## config.mk

```make
export PLATFORM = sky130hd
export DESIGN_NAME = iron_setpoint_sleep_and_heater_pwm_core_flat
export DESIGN_NICKNAME = d
export VERILOG_FILES = /design/src/rtl/isphp_pkg.sv /design/src/rtl/isphp_if.sv /design/src/rtl/isphp_cfg.sv /design/src/rtl/isphp_step.sv /design/src/rtl/iron_setpoint_sleep_and_heater_pwm_core.sv /design/src/flat_wrapper.sv
export SDC_FILE = /design/constraint.sdc
export NUM_CORES = 1
export LEC_CHECK = 0
export BUFFER_PORTS_ARGS = -buffer_cell sky130_fd_sc_hd__buf_2
export CELL_PAD_IN_SITES_DETAIL_PLACEMENT = 1
export CELL_PAD_IN_SITES_GLOBAL_PLACEMENT = 2
export CORE_MARGIN = 2
export CORE_UTILIZATION = 30
export CTS_CLUSTER_SIZE = 24
export DETAILED_ROUTE_END_ITERATION = 7
export GPL_TIMING_DRIVEN = 0
export HOLD_SLACK_MARGIN = 0.06
export PLACE_DENSITY = 0.66
export SLEW_MARGIN = 20
export SYNTH_ARGS = -nofsm -noshare
export SYNTH_HDL_FRONTEND = slang
export SYNTH_SLANG_ARGS = --single-unit
export TNS_END_PERCENT = 10
```

## constraint.sdc

```tcl
create_clock -name clk -period 12.9 [get_ports clk]
set_input_delay 0.645 -clock clk [delete_from_list [all_inputs] [get_ports clk]]
set_output_delay 0.645 -clock clk [all_outputs]
set_load 0.02 [all_outputs]
```

## src/rtl/isphp_pkg.sv

```systemverilog
// Shared types and constants for the iron setpoint, idle timer and heater PWM block.
// No dependencies; every other file in rtl/ but isphp_if refers to this package by scoped names.
package isphp_pkg;

  // Event codes carried in func
  localparam logic [2:0] FUNC_TICK    = 3'd0;
  localparam logic [2:0] FUNC_WAKE    = 3'd1;
  localparam logic [2:0] FUNC_UP      = 3'd2;
  localparam logic [2:0] FUNC_DOWN    = 3'd3;
  localparam logic [2:0] FUNC_PWM     = 3'd4;
  localparam logic [2:0] FUNC_MEASURE = 3'd5;

  // Idle mode codes
  localparam logic [1:0] MODE_ACTIVE  = 2'd0;
  localparam logic [1:0] MODE_STANDBY = 2'd1;
  localparam logic [1:0] MODE_OFF     = 2'd2;

  // Register map (index = paddr[4:2])
  localparam int unsigned ADDR_W = 5;
  localparam logic [2:0] REG_START_SETPOINT  = 3'd0;
  localparam logic [2:0] REG_STANDBY_TEMP    = 3'd1;
  localparam logic [2:0] REG_MAX_SETPOINT    = 3'd2;
  localparam logic [2:0] REG_STANDBY_SECONDS = 3'd3;
  localparam logic [2:0] REG_OFF_SECONDS     = 3'd4;
  localparam logic [2:0] REG_READY_BAND      = 3'd5;
  localparam logic [2:0] REG_PWM_PERIOD      = 3'd6;

  // Register reset values
  localparam logic [8:0]  RST_START_SETPOINT  = 9'd180;
  localparam logic [8:0]  RST_STANDBY_TEMP    = 9'd180;
  localparam logic [8:0]  RST_MAX_SETPOINT    = 9'd500;
  localparam logic [11:0] RST_STANDBY_SECONDS = 12'd600;
  localparam logic [11:0] RST_OFF_SECONDS     = 12'd1800;
  localparam logic [7:0]  RST_READY_BAND      = 8'd10;
  localparam logic [7:0]  RST_PWM_PERIOD      = 8'd100;

  // Pulse width shaping
  localparam logic [5:0] DUTY_MIN      = 6'd4;
  localparam logic [5:0] DUTY_MAX      = 6'd40;
  localparam logic [5:0] DUTY_OFFSET   = 6'd5;
  localparam logic [9:0] GAP_FULL_ON   = 10'd20;

  typedef struct packed {
    logic [8:0]  start_setpoint;
    logic [8:0]  standby_temp;
    logic [8:0]  max_setpoint;
    logic [11:0] standby_seconds;
    logic [11:0] off_seconds;
    logic [7:0]  ready_band;
    logic [7:0]  pwm_period;
  } cfg_t;

  // Target load caused by a start_setpoint write
  typedef struct packed {
    logic       load;
    logic [8:0] value;
  } tgt_load_t;

  typedef struct packed {
    logic [2:0] func;
    logic [9:0] measured_temp;
    logic       measured_valid;
  } evt_t;

  typedef struct packed {
    logic [8:0]  target;
    logic [8:0]  saved_target;
    logic [11:0] idle_count;
    logic        timer_running;
    logic [7:0]  pwm_phase;
    logic [9:0]  tip_temp;
    logic        drive;
  } state_t;

  typedef struct packed {
    logic [8:0] setpoint;
    logic       heater_on;
    logic       ready_res;
    logic [1:0] idle_mode;
    logic       setpoint_changed;
    logic [5:0] duty;
  } res_t;

endpackage

```

## src/rtl/isphp_if.sv

```systemverilog
// Request and result channel interfaces (valid/ready handshake with payload).
// Depends on nothing; used by the top level of the block.
interface isphp_evt_if;
  logic       valid;
  logic       ready;
  logic [2:0] func;
  logic [9:0] measured_temp;
  logic       measured_valid;

  modport source (output valid, func, measured_temp, measured_valid, input ready);
  modport sink (input valid, func, measured_temp, measured_valid, output ready);
endinterface

interface isphp_res_if;
  logic       valid;
  logic       ready;
  logic [8:0] setpoint;
  logic       heater_on;
  logic       ready_res;
  logic [1:0] idle_mode;
  logic       setpoint_changed;
  logic [5:0] duty;

  modport source (output valid, setpoint, heater_on, ready_res, idle_mode, setpoint_changed,
                  duty, input ready);
  modport sink (input valid, setpoint, heater_on, ready_res, idle_mode, setpoint_changed,
                duty, output ready);
endinterface

```

## src/rtl/isphp_cfg.sv

```systemverilog
// APB-style configuration registers of the iron controller.
// Depends on isphp_pkg for the register map, reset values and cfg_t.
module isphp_cfg (
  input  logic                          clk,
  input  logic                          rst,
  input  logic                          psel,
  input  logic                          penable,
  input  logic                          pwrite,
  input  logic [isphp_pkg::ADDR_W-1:0]  paddr,
  input  logic [31:0]                   pwdata,
  output logic [31:0]                   prdata,
  output logic                          pready,
  output isphp_pkg::cfg_t               cfg,
  output isphp_pkg::tgt_load_t          tload
);

  logic [2:0] idx;
  logic       wr;

  assign idx    = paddr[isphp_pkg::ADDR_W-1:2];
  assign wr     = psel && penable && pwrite;
  assign pready = 1'b1;

  // Store register writes
  always_ff @(posedge clk) begin
    if (rst) begin
      cfg.start_setpoint  <= isphp_pkg::RST_START_SETPOINT;
      cfg.standby_temp    <= isphp_pkg::RST_STANDBY_TEMP;
      cfg.max_setpoint    <= isphp_pkg::RST_MAX_SETPOINT;
      cfg.standby_seconds <= isphp_pkg::RST_STANDBY_SECONDS;
      cfg.off_seconds     <= isphp_pkg::RST_OFF_SECONDS;
      cfg.ready_band      <= isphp_pkg::RST_READY_BAND;
      cfg.pwm_period      <= isphp_pkg::RST_PWM_PERIOD;
    end else if (wr) begin
      unique case (idx)
        isphp_pkg::REG_START_SETPOINT:  cfg.start_setpoint  <= pwdata[8:0];
        isphp_pkg::REG_STANDBY_TEMP:    cfg.standby_temp    <= pwdata[8:0];
        isphp_pkg::REG_MAX_SETPOINT:    cfg.max_setpoint    <= pwdata[8:0];
        isphp_pkg::REG_STANDBY_SECONDS: cfg.standby_seconds <= pwdata[11:0];
        isphp_pkg::REG_OFF_SECONDS:     cfg.off_seconds     <= pwdata[11:0];
        isphp_pkg::REG_READY_BAND:      cfg.ready_band      <= pwdata[7:0];
        isphp_pkg::REG_PWM_PERIOD:      cfg.pwm_period      <= pwdata[7:0];
        default: ;
      endcase
    end
  end

  // A start setpoint write also loads the target, raised to standby if below
  assign tload.load  = wr && (idx == isphp_pkg::REG_START_SETPOINT);
  assign tload.value = (pwdata[8:0] < cfg.standby_temp) ? cfg.standby_temp : pwdata[8:0];

  // Read back
  always_comb begin
    unique case (idx)
      isphp_pkg::REG_START_SETPOINT:  prdata = {23'd0, cfg.start_setpoint};
      isphp_pkg::REG_STANDBY_TEMP:    prdata = {23'd0, cfg.standby_temp};
      isphp_pkg::REG_MAX_SETPOINT:    prdata = {23'd0, cfg.max_setpoint};
      isphp_pkg::REG_STANDBY_SECONDS: prdata = {20'd0, cfg.standby_seconds};
      isphp_pkg::REG_OFF_SECONDS:     prdata = {20'd0, cfg.off_seconds};
      isphp_pkg::REG_READY_BAND:      prdata = {24'd0, cfg.ready_band};
      isphp_pkg::REG_PWM_PERIOD:      prdata = {24'd0, cfg.pwm_period};
      default:                        prdata = 32'd0;
    endcase
  end

endmodule

```

## src/rtl/isphp_step.sv

```systemverilog
// Next-state and result logic for one event of the iron controller.
// Depends on isphp_pkg for the event codes, mode codes and state/result types.
module isphp_step (
  input  isphp_pkg::state_t st,
  input  isphp_pkg::cfg_t   cfg,
  input  isphp_pkg::evt_t   ev,
  output isphp_pkg::state_t st_next,
  output isphp_pkg::res_t   res
);

  // Pulse width from setpoint and tip temperature
  function automatic logic [5:0] heat_pulse(input logic [8:0] tgt, input logic [9:0] tip);
    logic [9:0] gap;
    logic [7:0] scaled;
    gap    = {1'b0, tgt} - tip;
    scaled = {3'd0, gap[4:0]} * 8'd5;
    if ({1'b0, tgt} <= tip) begin
      heat_pulse = isphp_pkg::DUTY_MIN;
    end else if (gap > isphp_pkg::GAP_FULL_ON) begin
      heat_pulse = isphp_pkg::DUTY_MAX;
    end else begin
      heat_pulse = scaled[7:2] + isphp_pkg::DUTY_OFFSET;
    end
  endfunction

  function automatic logic in_standby(input isphp_pkg::state_t s, input isphp_pkg::cfg_t c);
    in_standby = s.timer_running && (s.target == c.standby_temp) &&
                 (s.idle_count >= c.standby_seconds);
  endfunction

  logic        restore;
  logic [8:0]  wake_tgt;
  logic [11:0] tick_count;
  logic [7:0]  phase_inc;
  logic [9:0]  diff;
  logic        changed;

  assign restore    = !st.timer_running || in_standby(st, cfg);
  assign wake_tgt   = restore ? st.saved_target : st.target;
  assign tick_count = st.idle_count + 12'd1;
  assign phase_inc  = st.pwm_phase + 8'd1;

  // Apply the event
  always_comb begin
    st_next = st;
    changed = 1'b0;
    unique case (ev.func)
      isphp_pkg::FUNC_TICK: begin
        if (st.timer_running) begin
          st_next.idle_count = tick_count;
          if (tick_count == cfg.standby_seconds) begin
            st_next.saved_target = st.target;
            st_next.target       = cfg.standby_temp;
            changed              = 1'b1;
          end else if (tick_count == cfg.off_seconds) begin
            st_next.target        = 9'd0;
            st_next.idle_count    = 12'd0;
            st_next.timer_running = 1'b0;
            changed               = 1'b1;
          end
        end
      end
      isphp_pkg::FUNC_WAKE: begin
        if (restore) begin
          st_next.target        = st.saved_target;
          st_next.timer_running = 1'b1;
          changed               = 1'b1;
        end
        st_next.idle_count = 12'd0;
      end
      isphp_pkg::FUNC_UP: begin
        st_next.timer_running = 1'b1;
        st_next.target = (wake_tgt < cfg.max_setpoint) ? wake_tgt + 9'd1 : wake_tgt;
        st_next.idle_count = 12'd0;
        changed = 1'b1;
      end
      isphp_pkg::FUNC_DOWN: begin
        st_next.timer_running = 1'b1;
        st_next.target = (wake_tgt > cfg.standby_temp) ? wake_tgt - 9'd1 : wake_tgt;
        st_next.idle_count = 12'd0;
        changed = 1'b1;
      end
      isphp_pkg::FUNC_PWM: begin
        if (phase_inc == cfg.pwm_period) begin
          st_next.pwm_phase = 8'd0;
          st_next.drive     = 1'b1;
        end else begin
          st_next.pwm_phase = phase_inc;
          st_next.drive     = {2'd0, phase_inc} < {4'd0, heat_pulse(st.target, st.tip_temp)};
        end
      end
      isphp_pkg::FUNC_MEASURE: begin
        if (ev.measured_valid) begin
          st_next.tip_temp = ev.measured_temp;
        end
      end
      default: ;
    endcase
  end

  // Report the state after the event
  assign diff = ({1'b0, st_next.target} > st_next.tip_temp) ?
                {1'b0, st_next.target} - st_next.tip_temp :
                st_next.tip_temp - {1'b0, st_next.target};

  assign res.setpoint         = st_next.target;
  assign res.heater_on        = st_next.drive;
  assign res.ready_res        = (diff < {2'd0, cfg.ready_band}) || (diff == 10'd0);
  assign res.setpoint_changed = changed;
  assign res.duty             = heat_pulse(st_next.target, st_next.tip_temp);
  assign res.idle_mode        = !st_next.timer_running     ? isphp_pkg::MODE_OFF :
                                in_standby(st_next, cfg)   ? isphp_pkg::MODE_STANDBY :
                                                             isphp_pkg::MODE_ACTIVE;

endmodule

```

## src/rtl/iron_setpoint_sleep_and_heater_pwm_core.sv

```systemverilog
// Top level of the iron setpoint, idle timer and heater PWM controller.
// Depends on isphp_pkg, isphp_if (channel interfaces), isphp_cfg and isphp_step.
//
// Usage:
//   evt  - request channel: func selects a one-second tick, wake press, step up,
//          step down, PWM tick or measurement (measured_temp, measured_valid).
//   res  - result channel: one result per request with setpoint, heater_on,
//          ready_res, idle_mode, setpoint_changed and duty after that request.
//   APB  - configuration registers at byte address 4*index; pready is always
//          high; write registers only while no request is in flight.
// Path: a request accepted into the input register is processed into the result
//   register, and its result is offered on res from then on.
// Throughput: one request per cycle while results are taken; the state
//   update for a request is a single pass of compare and add logic between
//   the input register and the result register.
// Reset: rst (synchronous, active high) restores register defaults, sets the
//   setpoint to 180, heater on, timer running, and empties both registers.
// Stall: while res is not taken the result register holds; the input register
//   still accepts one more request, then ready drops until the result moves.
module iron_setpoint_sleep_and_heater_pwm_core (
  input  logic                          clk,
  input  logic                          rst,
  isphp_evt_if.sink                     evt,
  isphp_res_if.source                   res,
  input  logic                          psel,
  input  logic                          penable,
  input  logic                          pwrite,
  input  logic [isphp_pkg::ADDR_W-1:0]  paddr,
  input  logic [31:0]                   pwdata,
  output logic [31:0]                   prdata,
  output logic                          pready
);

  isphp_pkg::cfg_t      cfg;
  isphp_pkg::tgt_load_t tload;
  isphp_pkg::state_t    st;
  isphp_pkg::state_t    st_next;
  isphp_pkg::evt_t      in_evt;
  isphp_pkg::res_t      step_res;
  isphp_pkg::res_t      out_res;
  logic                 in_valid;
  logic                 out_valid;
  logic                 advance;

  isphp_cfg u_cfg (
    .clk     (clk),
    .rst     (rst),
    .psel    (psel),
    .penable (penable),
    .pwrite  (pwrite),
    .paddr   (paddr),
    .pwdata  (pwdata),
    .prdata  (prdata),
    .pready  (pready),
    .cfg     (cfg),
    .tload   (tload)
  );

  isphp_step u_step (
    .st      (st),
    .cfg     (cfg),
    .ev      (in_evt),
    .st_next (st_next),
    .res     (step_res)
  );

  // Move the registered request into the result register when it is free
  assign advance   = in_valid && (!out_valid || res.ready);
  assign evt.ready = !in_valid || advance;

  // Input register
  always_ff @(posedge clk) begin
    if (rst) begin
      in_valid <= 1'b0;
    end else if (evt.ready) begin
      in_valid <= evt.valid;
    end
  end

  always_ff @(posedge clk) begin
    if (evt.valid && evt.ready) begin
      in_evt.func           <= evt.func;
      in_evt.measured_temp  <= evt.measured_temp;
      in_evt.measured_valid <= evt.measured_valid;
    end
  end

  // Controller state
  always_ff @(posedge clk) begin
    if (rst) begin
      st.target        <= isphp_pkg::RST_START_SETPOINT;
      st.saved_target  <= 9'd0;
      st.idle_count    <= 12'd0;
      st.timer_running <= 1'b1;
      st.pwm_phase     <= 8'd0;
      st.tip_temp      <= 10'd0;
      st.drive         <= 1'b1;
    end else if (tload.load) begin
      st.target <= tload.value;
    end else if (advance) begin
      st <= st_next;
    end
  end

  // Result register
  always_ff @(posedge clk) begin
    if (rst) begin
      out_valid <= 1'b0;
    end else if (advance) begin
      out_valid <= 1'b1;
    end else if (res.ready) begin
      out_valid <= 1'b0;
    end
  end

  always_ff @(posedge clk) begin
    if (advance) begin
      out_res <= step_res;
    end
  end

  assign res.valid            = out_valid;
  assign res.setpoint         = out_res.setpoint;
  assign res.heater_on        = out_res.heater_on;
  assign res.ready_res        = out_res.ready_res;
  assign res.idle_mode        = out_res.idle_mode;
  assign res.setpoint_changed = out_res.setpoint_changed;
  assign res.duty             = out_res.duty;

endmodule

```

## src/flat_wrapper.sv

```systemverilog
// flat-port wrapper written by rule: the top's interface ports become plain ports
module iron_setpoint_sleep_and_heater_pwm_core_flat 
  (clk, rst, psel, penable, pwrite, paddr, pwdata, prdata, pready, evt_valid, evt_func, evt_measured_temp, evt_measured_valid, evt_ready, res_valid, res_setpoint, res_heater_on, res_ready_res, res_idle_mode, res_setpoint_changed, res_duty, res_ready);
  isphp_evt_if evt_i ();
  isphp_res_if res_i ();
  input  logic clk;
  input  logic rst;
  input  logic psel;
  input  logic penable;
  input  logic pwrite;
  input  logic [isphp_pkg::ADDR_W-1:0] paddr;
  input  logic [31:0] pwdata;
  output logic [31:0] prdata;
  output logic pready;
  input wire logic [$bits(evt_i.valid)-1:0] evt_valid;
  input wire logic [$bits(evt_i.func)-1:0] evt_func;
  input wire logic [$bits(evt_i.measured_temp)-1:0] evt_measured_temp;
  input wire logic [$bits(evt_i.measured_valid)-1:0] evt_measured_valid;
  output wire logic [$bits(evt_i.ready)-1:0] evt_ready;
  output wire logic [$bits(res_i.valid)-1:0] res_valid;
  output wire logic [$bits(res_i.setpoint)-1:0] res_setpoint;
  output wire logic [$bits(res_i.heater_on)-1:0] res_heater_on;
  output wire logic [$bits(res_i.ready_res)-1:0] res_ready_res;
  output wire logic [$bits(res_i.idle_mode)-1:0] res_idle_mode;
  output wire logic [$bits(res_i.setpoint_changed)-1:0] res_setpoint_changed;
  output wire logic [$bits(res_i.duty)-1:0] res_duty;
  input wire logic [$bits(res_i.ready)-1:0] res_ready;
  assign evt_i.valid = evt_valid;
  assign evt_i.func = evt_func;
  assign evt_i.measured_temp = evt_measured_temp;
  assign evt_i.measured_valid = evt_measured_valid;
  assign evt_ready = evt_i.ready;
  assign res_valid = res_i.valid;
  assign res_setpoint = res_i.setpoint;
  assign res_heater_on = res_i.heater_on;
  assign res_ready_res = res_i.ready_res;
  assign res_idle_mode = res_i.idle_mode;
  assign res_setpoint_changed = res_i.setpoint_changed;
  assign res_duty = res_i.duty;
  assign res_i.ready = res_ready;
  iron_setpoint_sleep_and_heater_pwm_core u_core (.clk(clk), .rst(rst), .evt(evt_i), .res(res_i), .psel(psel), .penable(penable), .pwrite(pwrite), .paddr(paddr), .pwdata(pwdata), .prdata(prdata), .pready(pready));
endmodule
```

# --- Word-level counts from Yosys, hierarchy flattened ---
# Index checks and enable logic that the tools add are counted.
word_totals:
  reg_bits: 153
  inputBits: 58
  out_inout_bits: 55
  wordCells: 136
classes:
  addsub: 9
  mul: 2
  n_lt_le_gt_ge: 12
  n_eq_ne: 16
  mux: 37
  n_bitwise: 1
  n_reduce_logical: 33
ops:
  columns: ["cell", "count"]
  rows:
  - ["$pmux 12 s7", 1]
  - ["$mux 9", 9]
  - ["$mux 50", 1]
  - ["$pmux 13 s3", 1]
  - ["$pmux 9 s4", 1]
  - ["$mux 31", 1]
  - ["$mux 10", 3]
  - ["$mux 6", 5]
  - ["$mux 13", 2]
  - ["$eq 12x12->1", 2]
  - ["$ge 12x12->1", 2]
  - ["$gt 10x5->1 const B", 2]
  - ["$le 9x10->1", 2]
  - ["$sub 9x10->10", 2]
  - ["$eq 9x9->1", 2]
  - ["$lt 9x9->1", 2]
  - ["$mul 5x3->8 const B", 2]
  - ["$mux 8", 2]
  - ["$reduce_and 2->1", 8]
  - ["$eq 3x3->1 const B", 5]
  - ["$add 12x1->12 const B", 1]
  - ["$add 6x3->6 const B", 2]
  - ["$eq 3x2->1 const B", 4]
  - ["$gt 9x10->1", 1]
  - ["other kinds (21)", 47]

# --- Logic depth before layout (Yosys ltp) ---
depth:
  ltp_word: 12
  depth_mapped: 43
  depth_no_buf: 38

# --- Hierarchy ---
# From an unflattened synthesis, not the netlist that was laid out.
hier_totals:
  cells_unflattened: 1663
  hier_area_um2: 13570.5
modules_own_cells:
  columns: ["module", "n_inst", "cells_each", "area_each_um2"]
  rows:
  - ["isphp_step", 1, 949, 6665.1]
  - ["isphp_cfg", 1, 421, 3489.6]
  - ["iron_setpoint_sleep_and_heater_pwm_core", 1, 293, 3415.8]

# --- Worst setup path after synthesis ---
# Ideal clock, no wire load.
synth_path:
  path_kind: "register -> register"
  start: "register, netlist name u_core.u_cfg.cfg[38]"
  end: "register u_core.out_res (netlist bit u_core.res.ready_res), data pin"
  setup_ns: 0.146
  arrival_time_ns: 8.090
  setup_slack_ns: 4.665
  path_stages_with_launch: 41
  path_cell_list: "dfxtp_1 > inv_1 > ha_1 > nand4_1 > nor4_1 > o31ai_1 > a21oi_1 > buf_2 > buf_2 > mux2_2 > ha_1 > nand3_1 > a211oi_1 > o311ai_0 > o31a_1 > nor3_1 > o32ai_1 > a211oi_1 > [5 not listed] > and3_1 > a311oi_1 > o21bai_1 > o311a_1 > clkbuf_1 > clkbuf_1 > mux2i_1 > ha_1 > a21o_1 > a21oi_1 > nor2b_1 > o21ai_0 > nand2b_1 > a21oi_1 > nor2b_1 > o21ai_0 > nand2b_1 > a21oi_1"
synth_lines:
  columns: ["element", "line", "source"]
  rows:
  - ["end signal: assignment", "iron_setpoint_sleep_and_heater_pwm_core.sv:118", "out_res <= step_res;"]
  - ["end: declaration", "iron_setpoint_sleep_and_heater_pwm_core.sv:40", "isphp_pkg::res_t out_res;"]

==> results.md <==
- Antenna violations before repair: 3
- Post-DRT Antenna Nets: 0
- Synthesized area per cell: 8.18 um2
- Reg clk slew, reported paths: 0.07 ns
- Nets: 1794
- Area grow syn2layout: 13.8%
- DP Wirelength: 39.3 mm
- Gpl congestion: 0.851
- # resized after CTS: 0
- Post-synth EDFFs: 34
- Total congestion overflow: 0
- Max-Cap Viols: 0
- H-Tree Depth: 4
- Sequential area share after synthesis: 27.4%
- Root Driver: clkbuf_16
- Via-to-Cell Ratio: 5.34
- Die height: 208 um
- Endpoints failing setup: 0
- Global-route wire length before repair: 73.4 mm
- Worst path most repeated cell: a21oi_1
- Vias in the first global route: 11700
- DIE AREA: 43100 um2
- Slew margin rel.: 29.6%
- Clk sinks: 153
- CP Launch Type: flip-flop
- Post-synthesis cell type count: 91
- Total Negative Setup Slacks: 0 ns
- CP Class: flip-flop to flip-flop
- Hold-fix buffers at CTS: 0
- Unrepaired setup endpoints after global routing: false
- CORE AREA: 40800 um2
- Iteration-0 DRC Markers: 721
- Row Count: 74
- Drc violations: 0
- CP max stage delay: 0.62 ns
- Hold Fails Final Rpt: 0
- Max stage delay cell, worst path: a32oi_1
- WL/cell: 22.6 um
- Critical Path RT: 13.20 ns
- Ant diodes: 0
- Die extent in x: 208 um
- Synthesized area: 12400 um2
- Hold path cells: 1
- Cell Pwr Density: 122 nW/um2
- WP data arrival: 11.00 ns
- Final Cycle Share: 82.9%
- Asr flop ratio synth: 0%
- Synth Register Bits: 153
- Cells after synthesis: 1520
- Status: finished clean
- Crit Path Max Fanout: 10
- Fmax achieved: 0.0935 GHz
- Fin. max-slew vios: 0
- Nature of the critical path endpoint: flip-flop
- Worst-case clock buffer depth: 2
- Leakage power: 5.84 nW
- Synthesis warning total: 0
- HP Class: primary input to flip-flop
- I/O Buffers: 66
- Post-CTS Setup Bufs: 0
- Pre-antenna DRT Iters: 5
- Fill count: 4884
- Worst R2R Path Depth: 39
- Setup WS pre-CTS: 2.28 ns
- Starting Density: 30.5%
- Clk_skew: 0.0128 ns
- Worst Tran Pin Value: 1.05 ns
- Ys flop type: dfxtp_1
- Drt total wl: 49.0 mm
- CTS tree: done
- Final setup margin: 2.20 ns
- Vias: 11600
- Pin count of the biggest net entering global routing: 19
- Gr usage total: 22.5%
- Final worst path period need: 10.70 ns
- Io pins: 113
- Clk_lat worst skew: 0.46 ns
- Total CTS buffers: 17
- Share of cells above drive strength 1: 10.3%
- Worst-case vdd ir drop: 0.0000899 V
## placed cells by master (no fill, tap or decap), types with 45 or more instances in the layout
cell type	n
clkbuf_1	77
o21ai_0	62
a21oi_1	96
xnor2_1	72
buf_2	76
dfxtp_1	119
nand3_1	45
nor2_1	119
inv_1	91
nand2_1	164
mux2i_1	70
ha_1	106
## worst max-delay path: cells and delay by family, from the launching register on
| family | cells | cell delay (ns) |
|---|---|---|
| buffers and inverters | 7 | 1.89 |
| multiplexers | 2 | 0.80 |
| flip-flops | 1 | 0.48 |
| AO/OA/AOI/OAI | 15 | 4.36 |
| AND/OR/NAND/NOR | 11 | 1.73 |
| adder cells (fa/ha/maj) | 4 | 1.26 |
## area by class of cell
class | instances | area (um2) | share of cell area [%]
Multi-Input combinational cell | 1176 | 8210 | 58.0
Timing Repair Buffer | 67 | 358 | 2.53
Tap cell | 532 | 666 | 4.70
Clock buffer | 19 | 454 | 3.21
Clock inverter | 12 | 164 | 1.16
Sequential cell | 153 | 3400 | 24.0
Buffer | 115 | 539 | 3.81
Inverter | 95 | 358 | 2.53
## cell families (layout without fill, tap and decap cells)
logic type      count (synthesis)  after routing  synth area share (%)
compound gates                362            362                  19.6
mux                            89             89                  7.81
xor+xnor                      100            100                  7.27
fa+ha+maj                     111            111                  11.5
other cells                     2             21                0.0604
buf+inv                       210            308                  7.20
simple gates                  493            493                  19.2
flops                         153            153                  27.4
## where the power goes
group,internal (mW),switching (mW),leakage (nW)
Sequential,0.508,0.0141,1.29
Combinational,0.258,0.390,4.25
Clock,0.318,0.236,0.307
Total,1.08,0.640,5.84
## registers in the layout, summed over array words and instances (netlist names)
name / cells
u_core.u_cfg.cfg: 67
u_core.st: 50
u_core.in_evt: 14
u_core.res.setpoint: 9
u_core.res.duty: 6
u_core.res.idle_mode: 2
u_core.in_valid: 1
u_core.res.heater_on: 1
u_core.res.ready_res: 1
u_core.res.setpoint_changed: 1
u_core.res.valid: 1
## stage by stage
stage	hold slack (ns)	cell area, um2	instances	util, %	total power [mW]
2_1_floorplan	0.433	12500	1539	-	1.00
3_3_place_gp	0.443	13500	2137	33.1	1.17
3_5_place_dp	0.451	13500	2138	33.2	1.18
4_1_cts	0.342	14200	2169	34.7	1.74
5_1_grt	0.344	14200	2169	34.7	1.83
6_report	0.363	14200	2169	34.7	1.72
## worst paths after layout
kind	startpoint	end	slack [ns]
hold reg to reg	u_core.u_cfg.cfg[66]$_SDFFE_PP0P_	u_core.u_cfg.cfg[66]$_SDFFE_PP0P_	0.46
setup reg to reg	u_core.u_cfg.cfg[36]$_SDFFE_PP0P_	u_core.res.ready_res$_DFFE_PP_	2.20
setup / recovery	u_core.u_cfg.cfg[36]$_SDFFE_PP0P_	u_core.res.ready_res$_DFFE_PP_	2.20
hold / removal	evt_measured_temp[5]	u_core.in_evt[6]$_DFFE_PP_	0.36
## routing by layer
layer	track usage [%]	wire, um
met2	36.3	22200
met3	3.84	2230
met4	5.89	867
met1	31.2	23600
met5	0	0
## cell usage after synthesis, types with 34 or more instances
cell	n	area, um2
clkbuf_1	77	289
xnor2_1	72	631
a21oi_1	96	480
o21ai_0	62	310
nand2_1	164	616
edfxtp_1	34	1020
nand3_1	45	225
inv_1	91	342
nor2_1	119	447
dfxtp_1	119	2380
mux2i_1	70	701
ha_1	106	1330
Note: power is estimated with default switching activity, not from simulation.
